File: src/hdl/csq_pkg.sv
// Shared types, widths and constants for the carrier squelch core.
`default_nettype none

package csq_pkg;

  // field and state widths
  localparam int LVL_W  = 12;
  localparam int DUR_W  = 16;
  localparam int TIME_W = 32;
  localparam int SU_W   = 17;
  localparam int WIN_W  = 20;
  localparam int SUM_W  = 28;
  localparam int CNT_W  = 16;
  localparam int CFG_W  = 32;
  localparam int IDX_W  = 2;
  localparam int STAT_W = 2;
  localparam int MODE_W = 2;

  // serial divider: dividend is |2*sum + cnt|, plus 2*cnt - 1 when negative (< 2^29 + 2^17), divisor 2*cnt
  localparam int DIV_DW = 30;
  localparam int DIV_VW = CNT_W + 1;
  localparam int QUO_W  = 13;

  localparam logic [SU_W-1:0]  STARTUP_US = 17'd100000;
  localparam logic [WIN_W-1:0] WINDOW_US  = 20'd500000;
  localparam logic [CNT_W-1:0] COUNT_MAX  = 16'hFFFF;

  // threshold offset of 10 dB, and 5 * (10 dB + 0.1 dB) for the exact update test
  localparam logic signed [QUO_W-1:0] OFFSET_Q4 = 13'sd160;
  localparam logic signed [15:0]      HYST_X5   = 16'sd808;

  // register indexes
  localparam logic [IDX_W-1:0] CFG_MODE   = 2'd0;
  localparam logic [IDX_W-1:0] CFG_PRESET = 2'd1;
  localparam logic [IDX_W-1:0] CFG_MUTE   = 2'd2;
  localparam logic [IDX_W-1:0] CFG_LOSS   = 2'd3;

  // squelch modes; bit 1 set means squelch off
  localparam logic [MODE_W-1:0] MODE_PRESET = 2'd0;
  localparam logic [MODE_W-1:0] MODE_AUTO   = 2'd1;

  // result codes
  localparam logic [STAT_W-1:0] STAT_OPEN = 2'd0;
  localparam logic [STAT_W-1:0] STAT_MUTE = 2'd1;
  localparam logic [STAT_W-1:0] STAT_LOSS = 2'd2;

  // reset values of the registers
  localparam logic [MODE_W-1:0]       MODE_RST   = MODE_PRESET;
  localparam logic signed [LVL_W-1:0] PRESET_RST = -12'sd960;
  localparam logic [TIME_W-1:0]       MUTE_RST   = 32'd100000;
  localparam logic [TIME_W-1:0]       LOSS_RST   = 32'd1000000;

  typedef struct packed {
    logic signed [LVL_W-1:0] rf_level;
    logic [DUR_W-1:0]        chunk_duration;
  } csq_in_t;

  typedef struct packed {
    logic [STAT_W-1:0]       squelch_status;
    logic signed [LVL_W-1:0] threshold_now;
  } csq_out_t;

  typedef struct packed {
    logic busy;
    logic done;
  } csq_div_stat_t;

endpackage

`default_nettype wire

File: src/hdl/csq_div.sv
// Unsigned restoring divider, one quotient bit per cycle.
`default_nettype none

module csq_div #(
  parameter int DW = 30,
  parameter int VW = 17
) (
  input  wire logic          clk,
  input  wire logic          rst,
  input  wire logic          start,
  input  wire logic [DW-1:0] dividend,
  input  wire logic [VW-1:0] divisor,
  output csq_pkg::csq_div_stat_t stat,
  output logic [DW-1:0]      quotient
);
  import csq_pkg::*;

  localparam int CW = $clog2(DW);

  logic [VW-1:0] rem;
  logic [VW-1:0] dvs;
  logic [CW-1:0] step;
  logic          busy;
  logic          done;
  logic [VW:0]   rem_sh;
  logic [VW:0]   rem_sub;
  logic          fits;

  always_comb begin
    rem_sh  = {rem, quotient[DW-1]};
    rem_sub = rem_sh - {1'b0, dvs};
    fits    = (rem_sh >= {1'b0, dvs});
  end

  always_ff @(posedge clk) begin
    if (rst) begin
      busy <= 1'b0;
      done <= 1'b0;
      step <= '0;
    end else begin
      done <= 1'b0;
      if (start) begin
        busy     <= 1'b1;
        step     <= CW'(DW - 1);
        rem      <= '0;
        dvs      <= divisor;
        quotient <= dividend;
      end else if (busy) begin
        rem      <= fits ? rem_sub[VW-1:0] : rem_sh[VW-1:0];
        quotient <= {quotient[DW-2:0], fits};
        if (step == '0) begin
          busy <= 1'b0;
          done <= 1'b1;
        end else begin
          step <= step - 1'b1;
        end
      end
    end
  end

  assign stat.busy = busy;
  assign stat.done = done;

endmodule

`default_nettype wire

File: src/hdl/carrier_squelch_with_loss_core.sv
// Carrier squelch with start-up delay, auto noise-floor threshold and carrier-loss report.
//
// One chunk (RF level, duration) in, one result (open/mute/loss plus the
// threshold in use) out. The core takes one chunk at a time and holds stall
// high while a chunk is being worked. Squelch off and the 100 ms start-up
// delay take the shortest path, preset mode a longer one, and auto mode,
// which also feeds the averaging window, the longest; the chunk that closes
// a window and lowers the threshold also waits on the 30-step serial
// divider that forms the window mean. A finished result sits in the output
// register, so the next chunk is taken while it waits. Configuration writes
// land at once and are meant for idle time only.
`default_nettype none

module carrier_squelch_with_loss_core (
  input  wire logic                      clk,
  input  wire logic                      rst,
  input  wire logic                      in_valid,
  output logic                           in_stall,
  input  wire csq_pkg::csq_in_t          in_data,
  output logic                           out_valid,
  input  wire logic                      out_stall,
  output csq_pkg::csq_out_t              out_data,
  input  wire logic                      cfg_we,
  input  wire logic [csq_pkg::IDX_W-1:0] cfg_index,
  input  wire logic [csq_pkg::CFG_W-1:0] cfg_wdata
);
  import csq_pkg::*;

  typedef enum logic [3:0] {
    S_IDLE,
    S_WIN,
    S_CHK,
    S_MUL,
    S_CMP,
    S_DIV,
    S_WEAK,
    S_MUTE,
    S_FIN
  } state_t;

  state_t state;

  // configuration
  logic [MODE_W-1:0]       squelch_mode;
  logic signed [LVL_W-1:0] preset_threshold;
  logic [TIME_W-1:0]       mute_delay;
  logic [TIME_W-1:0]       loss_delay;

  // squelch state
  logic [SU_W-1:0]         startup_elapsed;
  logic [WIN_W-1:0]        window_elapsed;
  logic signed [SUM_W-1:0] level_sum;
  logic [CNT_W-1:0]        level_count;
  logic signed [LVL_W-1:0] active_threshold;
  logic [TIME_W-1:0]       weak_timer;
  logic                    muted;
  logic [TIME_W-1:0]       muted_timer;
  logic                    lost;

  // working registers
  logic signed [LVL_W-1:0] lvl;
  logic [DUR_W-1:0]        dur;
  logic signed [32:0]      prod;
  logic signed [30:0]      num;
  logic [STAT_W-1:0]       res_status;
  logic signed [LVL_W-1:0] res_thr;

  // combinational terms
  logic [SU_W:0]            su_sum;
  logic [SU_W-1:0]          su_sat;
  logic signed [15:0]       thr16;
  logic signed [15:0]       thr_x5;
  logic signed [32:0]       sum33;
  logic signed [32:0]       sum_x5;
  logic signed [30:0]       num_next;
  logic [30:0]              mag;
  logic                     less;
  logic                     div_start;
  logic [QUO_W-1:0]         q13;
  logic signed [QUO_W-1:0]  mean_q;
  logic signed [QUO_W-1:0]  new_thr;
  logic                     lvl_ge;
  logic [TIME_W:0]          w_add;
  logic [TIME_W:0]          m_add;
  logic                     m_sat;
  logic signed [LVL_W-1:0]  cfg_preset;
  csq_div_stat_t            div_stat;
  logic [DIV_DW-1:0]        div_q;

  always_comb begin
    su_sum   = {1'b0, startup_elapsed} + (SU_W + 1)'(in_data.chunk_duration);
    su_sat   = (su_sum >= {1'b0, STARTUP_US}) ? STARTUP_US : su_sum[SU_W-1:0];
    thr16    = {{(16 - LVL_W){active_threshold[LVL_W-1]}}, active_threshold};
    thr_x5   = (thr16 <<< 2) + thr16 - HYST_X5;
    sum33    = {{(33 - SUM_W){level_sum[SUM_W-1]}}, level_sum};
    sum_x5   = (sum33 <<< 2) + sum33;
    num_next = ({{(31 - SUM_W){level_sum[SUM_W-1]}}, level_sum} <<< 1)
               + $signed({15'd0, level_count});
    // floor division of a negative numerator: divide |n| + d - 1 and negate
    mag      = num[30] ? (31'(-num) + 31'({level_count, 1'b0}) - 31'd1) : num;
    less     = (sum_x5 < prod);
    div_start = (state == S_CMP) && less;
    q13      = div_q[QUO_W-1:0];
    mean_q   = num[30] ? -$signed(q13) : $signed(q13);
    new_thr  = mean_q + OFFSET_Q4;
    lvl_ge   = (lvl >= active_threshold);
    w_add    = {1'b0, weak_timer} + (TIME_W + 1)'(dur);
    m_add    = {1'b0, muted_timer} + (TIME_W + 1)'(dur);
    m_sat    = (m_add >= {1'b0, loss_delay});
    cfg_preset = cfg_wdata[LVL_W-1:0];
  end

  assign in_stall = (state != S_IDLE);

  csq_div #(
    .DW(DIV_DW),
    .VW(DIV_VW)
  ) u_div (
    .clk      (clk),
    .rst      (rst),
    .start    (div_start),
    .dividend (mag[DIV_DW-1:0]),
    .divisor  ({level_count, 1'b0}),
    .stat     (div_stat),
    .quotient (div_q)
  );

  always_ff @(posedge clk) begin
    if (rst) begin
      state            <= S_IDLE;
      out_valid        <= 1'b0;
      squelch_mode     <= MODE_RST;
      preset_threshold <= PRESET_RST;
      mute_delay       <= MUTE_RST;
      loss_delay       <= LOSS_RST;
      startup_elapsed  <= '0;
      window_elapsed   <= '0;
      level_sum        <= '0;
      level_count      <= '0;
      active_threshold <= PRESET_RST;
      weak_timer       <= MUTE_RST;
      muted            <= 1'b1;
      muted_timer      <= '0;
      lost             <= 1'b1;
    end else begin
      // in S_FIN the output load below decides out_valid
      if (out_valid && !out_stall && (state != S_FIN)) begin
        out_valid <= 1'b0;
      end

      case (state)
        S_IDLE: begin
          if (in_valid) begin
            lvl <= in_data.rf_level;
            dur <= in_data.chunk_duration;
            if (squelch_mode[1]) begin
              res_status <= STAT_OPEN;
              res_thr    <= '0;
              state      <= S_FIN;
            end else begin
              startup_elapsed <= su_sat;
              if (su_sat < STARTUP_US) begin
                res_status <= STAT_MUTE;
                res_thr    <= active_threshold;
                state      <= S_FIN;
              end else if (squelch_mode == MODE_AUTO) begin
                state <= S_WIN;
              end else begin
                state <= S_WEAK;
              end
            end
          end
        end

        S_WIN: begin
          window_elapsed <= window_elapsed + WIN_W'(dur);
          if (level_count != COUNT_MAX) begin
            level_sum   <= level_sum + {{(SUM_W - LVL_W){lvl[LVL_W-1]}}, lvl};
            level_count <= level_count + 1'b1;
          end
          state <= S_CHK;
        end

        S_CHK: begin
          if (window_elapsed >= WINDOW_US) begin
            if (level_count != '0) begin
              state <= S_MUL;
            end else begin
              window_elapsed <= '0;
              level_sum      <= '0;
              state          <= S_WEAK;
            end
          end else begin
            state <= S_WEAK;
          end
        end

        S_MUL: begin
          prod  <= $signed({1'b0, level_count}) * thr_x5;
          num   <= num_next;
          state <= S_CMP;
        end

        S_CMP: begin
          if (less) begin
            state <= S_DIV;
          end else begin
            window_elapsed <= '0;
            level_sum      <= '0;
            level_count    <= '0;
            state          <= S_WEAK;
          end
        end

        S_DIV: begin
          if (div_stat.done) begin
            active_threshold <= new_thr[LVL_W-1:0];
            window_elapsed   <= '0;
            level_sum        <= '0;
            level_count      <= '0;
            state            <= S_WEAK;
          end
        end

        S_WEAK: begin
          if (lvl_ge) begin
            if ({16'd0, dur} >= weak_timer) begin
              weak_timer <= '0;
              muted      <= 1'b0;
            end else begin
              weak_timer <= weak_timer - TIME_W'(dur);
            end
          end else if (w_add >= {1'b0, mute_delay}) begin
            muted      <= 1'b1;
            weak_timer <= mute_delay;
          end else begin
            weak_timer <= w_add[TIME_W-1:0];
          end
          state <= S_MUTE;
        end

        S_MUTE: begin
          res_thr <= active_threshold;
          if (muted) begin
            muted_timer <= m_sat ? loss_delay : m_add[TIME_W-1:0];
            if (m_sat && !lost) begin
              lost       <= 1'b1;
              res_status <= STAT_LOSS;
            end else begin
              res_status <= STAT_MUTE;
            end
          end else begin
            lost        <= 1'b0;
            muted_timer <= '0;
            res_status  <= STAT_OPEN;
          end
          state <= S_FIN;
        end

        S_FIN: begin
          if (!out_valid || !out_stall) begin
            out_valid              <= 1'b1;
            out_data.squelch_status <= res_status;
            out_data.threshold_now  <= res_thr;
            state                  <= S_IDLE;
          end
        end

        default: state <= S_IDLE;
      endcase

      // user makes register writes only while no chunk is in flight; not enforced
      if (cfg_we) begin
        case (cfg_index)
          CFG_MODE: begin
            squelch_mode     <= cfg_wdata[MODE_W-1:0];
            active_threshold <= (cfg_wdata[MODE_W-1:0] == MODE_AUTO) ? '0 : preset_threshold;
            window_elapsed   <= '0;
            level_sum        <= '0;
            level_count      <= '0;
          end
          CFG_PRESET: begin
            preset_threshold <= cfg_preset;
            if (squelch_mode != MODE_AUTO) begin
              active_threshold <= cfg_preset;
            end
          end
          CFG_MUTE: begin
            mute_delay <= cfg_wdata;
            weak_timer <= cfg_wdata;
          end
          CFG_LOSS: begin
            loss_delay <= cfg_wdata;
          end
          default: ;
        endcase
      end
    end
  end

  ap_div_start_free: assert property (@(posedge clk) disable iff (rst)
    div_start |-> !div_stat.busy)
    else $error("divider started while busy");

  ap_div_done_state: assert property (@(posedge clk) disable iff (rst)
    div_stat.done |-> (state == S_DIV))
    else $error("divider result outside divide wait");

  ap_weak_bound: assert property (@(posedge clk) disable iff (rst)
    weak_timer <= mute_delay)
    else $error("weak timer above mute time");

  ap_auto_range: assert property (@(posedge clk) disable iff (rst)
    (squelch_mode == MODE_AUTO) |->
      (active_threshold <= 12'sd0) && (active_threshold >= -12'sd1888))
    else $error("auto threshold out of range");

  ap_accept_busy: assert property (@(posedge clk) disable iff (rst)
    (in_valid && !in_stall) |=> in_stall)
    else $error("beat accepted but core not busy");

endmodule

`default_nettype wire
File: config.mk
export PLATFORM = sky130hd
export DESIGN_NAME = carrier_squelch_with_loss_core
export DESIGN_NICKNAME = d
export VERILOG_FILES = /design/src/hdl/csq_pkg.sv /design/src/hdl/csq_div.sv /design/src/hdl/carrier_squelch_with_loss_core.sv
export SDC_FILE = /design/constraint.sdc
export NUM_CORES = 2
export LEC_CHECK = 0
export ABC_AREA = 1
export BUFFER_PORTS_ARGS = -buffer_cell sky130_fd_sc_hd__buf_4
export CAP_MARGIN = 10
export CORE_ASPECT_RATIO = 0.8
export CORE_MARGIN = 8
export CORE_UTILIZATION = 35
export CTS_BUF_LIST = sky130_fd_sc_hd__clkbuf_8
export DETAILED_ROUTE_END_ITERATION = 16
export PLACE_DENSITY_LB_ADDON = 0.08
export SYNTH_ARGS = -nofsm -noshare
export SYNTH_HDL_FRONTEND = slang
export SYNTH_SLANG_ARGS = --single-unit
File: constraint.sdc
create_clock -name clk -period 11.86 [get_ports clk]
set_clock_uncertainty 0.05 [all_clocks]
set_input_delay 1.186 -clock clk [delete_from_list [all_inputs] [get_ports clk]]
set_output_delay 1.186 -clock clk [all_outputs]
set_load 0.05 [all_outputs]
==> impl_metrics.py <==
metrics = {
    "final_layout": {
        "fin_util": 0.386,
        "multi_input_area_sq_mm": 0.0267,
        "postLayoutCellArea_sq_mm": 0.0456,
        "drive_gt1_frac": 0.0598,
        "final_common_cell": "nand2_1",
        "area_delta_synth_final_pct": 9.76,
        "regArea_sq_mm": 0.0105,
        "num-fill-cells": 12600,
        "layout_common_cells": "nand2_1, inv_1, a21oi_1",
        "nets": 6420,
    },
    "clocking": {
        "root_buffer": "clkbuf_8",
        "cts_hold_buf": 0,
        "cts_tree": "built",
        "cts_sinks": 431,
        "numCtsBuffers": 87,
        "h-tree-depth": 3,
        "clk_path_buf_depth": 3,
        "clock_latency_ns": 0.79,
        "cts_resized": 0,
        "clkSlewWorstSetupHoldPaths_ns": 0.06,
        "post-cts-setup-buffers": 0,
    },
    "worst_setup_path": {
        "critPathBufInv": 8,
        "crit_path_end": "prod[31]",
        "cpPeakStageDelay_ns": 0.74,
        "critPathMostFrequentCell": "nand2_1",
        "critPathKind": "reg -> reg",
        "slowest_stage": "dfxtp_1",
        "r2r_start": "active_threshold[1]",
        "cp_top_family": "adder cells",
        "worstPathArrival_ns": 9.92,
        "cp_num_cells": 42,
        "r2r_cells": 42,
        "worstSetupStartpointType": "flop",
        "required_ns": 12.33,
        "ff2ff_setup_slack_ns": 2.42,
        "crit_path_end_kind": "flop",
        "crit_start": "active_threshold[1]",
        "path_max_fanout": 18,
        "timing.rr.end": "prod[31]",
    },
    "drt": {
        "drtAntennaViolNets": 0,
        "viasPerCell": 5.16,
        "vias": 37800,
        "met1Wirelength_mm": 75.1,
        "maxUsedRoutingLayer": "met4",
        "drtIter0Drc": 2963,
        "wl_met2_mm": 55.1,
        "route.detailed.drc": 0,
        "post_drt_wl_per_cell_um": 19.2,
        "detail_route.first_pass.iterations": 6,
        "wl_met3_mm": 8.79,
        "drt_wl_total_mm": 141,
    },
    "placement": {
        "preCtsSetupSlack_ns": 2.54,
        "portBuffers": 82,
        "dp_hpwl_mm": 110,
        "gp_congestion": 0.900,
        "placed_cell_area_sq_mm": 0.0437,
    },
    "job": {
        "maxCapViolations": 0,
    },
    "synth": {
        "syn_area_sq_mm": 0.0415,
        "synthMuxAreaShare": 0.000241,
        "synthSimpleGateAreaFrac": 0.215,
        "synth-async-reset-ratio": 0,
        "yosysSeqAreaShare": 0.252,
        "synth_area_leaders": "ha_1, edfxtp_1, dfxtp_1",
        "ys.flop_type": "dfxtp_1",
        "ys_types": 63,
        "synth_seq_cells": 431,
        "synth-edff-count": 182,
        "avgSynthCellArea_sq_um": 7.32,
        "synth_top_area_frac": 0.132,
        "synth_top_family_by_area": "adder cells",
        "yosysTopAreaCell": "ha_1",
        "synth-xor-area-share": 0.0491,
        "synthesis.nets": 6385,
        "yosysWarnings": 0,
        "syn_inst": 5675,
        "synth_compound_area_frac": 0.147,
        "synth_fa_ha_area_frac": 0.231,
    },
    "die": {
        "die_height_um": 324,
        "rows": 113,
        "start_util": 0.351,
        "die_x_um": 401,
        "ios": 83,
        "coreArea_sq_mm": 0.118,
        "dieArea_sq_mm": 0.130,
    },
    "sta": {
        "final-setup-viol-count": 0,
        "slew_headroom": 0.182,
        "finalWorstSetupSlack_ns": 2.42,
        "fin_crit_sh": 0.796,
        "worst_pin_slew_ns": 1.22,
        "post-route-min-period_ns": 9.44,
        "hold_violations": 0,
        "timing.hold.ws_ns": 0.367,
        "setup_tns_ns": 0,
        "maxSlewViolCount": 0,
        "fmax_mhz": 106,
        "rsz0062_at_grt": "no",
    },
    "run_status": {
        "outcome": "completed",
    },
    "power_and_ir_drop": {
        "p_sw_mw": 4.57,
        "leakage_nw": 22.2,
        "p_comb_frac": 0.604,
        "power_density_mw_per_mm2": 206,
        "ir_worst_vdd_mv": 0.327,
        "p_sw_frac": 0.486,
        "p_int_mw": 4.83,
        "seqPwrFrac": 0.214,
        "clock_power_share": 0.182,
    },
    "grt": {
        "grt_pass1_vias": 35500,
        "grt_pass1_wl_mm": 215,
        "grt_usage": 0.211,
        "antenna_found_initial": 12,
        "grt-ovfl-total": 0,
        "grt_max_degree": 67,
    },
    "hold_path": {
        "holdCritPathClass": "reg -> reg",
    },
}
-- cells by family after synthesis --
group,after synthesis
XOR/XNOR,233
flip-flops,431
AND/OR/NAND/NOR,2101
adder cells (fa/ha/maj),643
multiplexers,1
buffers and inverters,1153
AO/OA/AOI/OAI,1113
-- flip-flops by register name, summed over array words and instances, names as in the netlist, 17 cells and up --
register / flops
prod: 33
loss_delay: 32
mute_delay: 32
muted_timer: 32
weak_timer: 32
num: 30
u_div.quotient: 30
level_sum: 28
window_elapsed: 20
startup_elapsed: 17
u_div.rem: 17
-- cell type report --
cell class	instances	area share
flip-flops and latches	431	0.229
repair buffers	131	0.0216
clock buffers	97	0.0293
clock inverters	65	0.0116
multi-input cells	4091	0.586
diodes	1	0.0000549
inverters	968	0.0797
well taps	1552	0.0426
-- worst min-delay path by stage --
stage                        startpoint            to  slack [ns]  cells after the start
after floorplan              res_thr[0]   out_data[0]        0.35                      0
after global placement       res_thr[1]   out_data[1]        0.35                      0
after detailed placement    res_thr[10]  out_data[10]        0.35                      0
after CTS                    res_thr[4]   out_data[4]        0.37                      0
after global routing         res_thr[4]   out_data[4]        0.37                      0
final                     res_status[0]  out_data[12]        0.37                      0
-- power by group through the flow --
stage | clock, mW | combinational, mW | sequential (mW)
after detailed placement | 0 | 5.69 | 2.04
after global placement | 0 | 5.72 | 2.04
after global routing | 1.83 | 6.49 | 2.02
after CTS | 1.77 | 5.74 | 2.01
after floorplan | 0 | 4.19 | 2.02
final | 1.71 | 5.68 | 2.01
-- metrics by stage --
stage | instances | total power, mW
finish | 7336 | 9.40
global route | 7336 | 10.3
CTS | 7335 | 9.52
detailed placement | 7173 | 7.73
global placement | 7173 | 7.76
floorplan | 5675 | 6.21
-- routing by layer --
metal	vias up	global-route usage
li1	18700	-
met1	18000	0.337
met2	965	0.298
met3	141	0.0321
met4	0	0.0375
met5	-	0
-- synthesized netlist by cell type (all sizes together) (19+ instances only) --
library cell and number:
dfxtp 249, edfxtp 182, nand4 121, ha 438, xor2 175, or2 27, a21oi 578, nor2 422
nor3 67, nor4 29, clkbuf 128, o21bai 19, o21ai 327, nand2 1180, buf 57, fa 205
a21o 21, inv 956, o211ai 57, nand3 240, a31oi 21, xnor2 58
No activity file was read; power rests on OpenSTA's default activity.
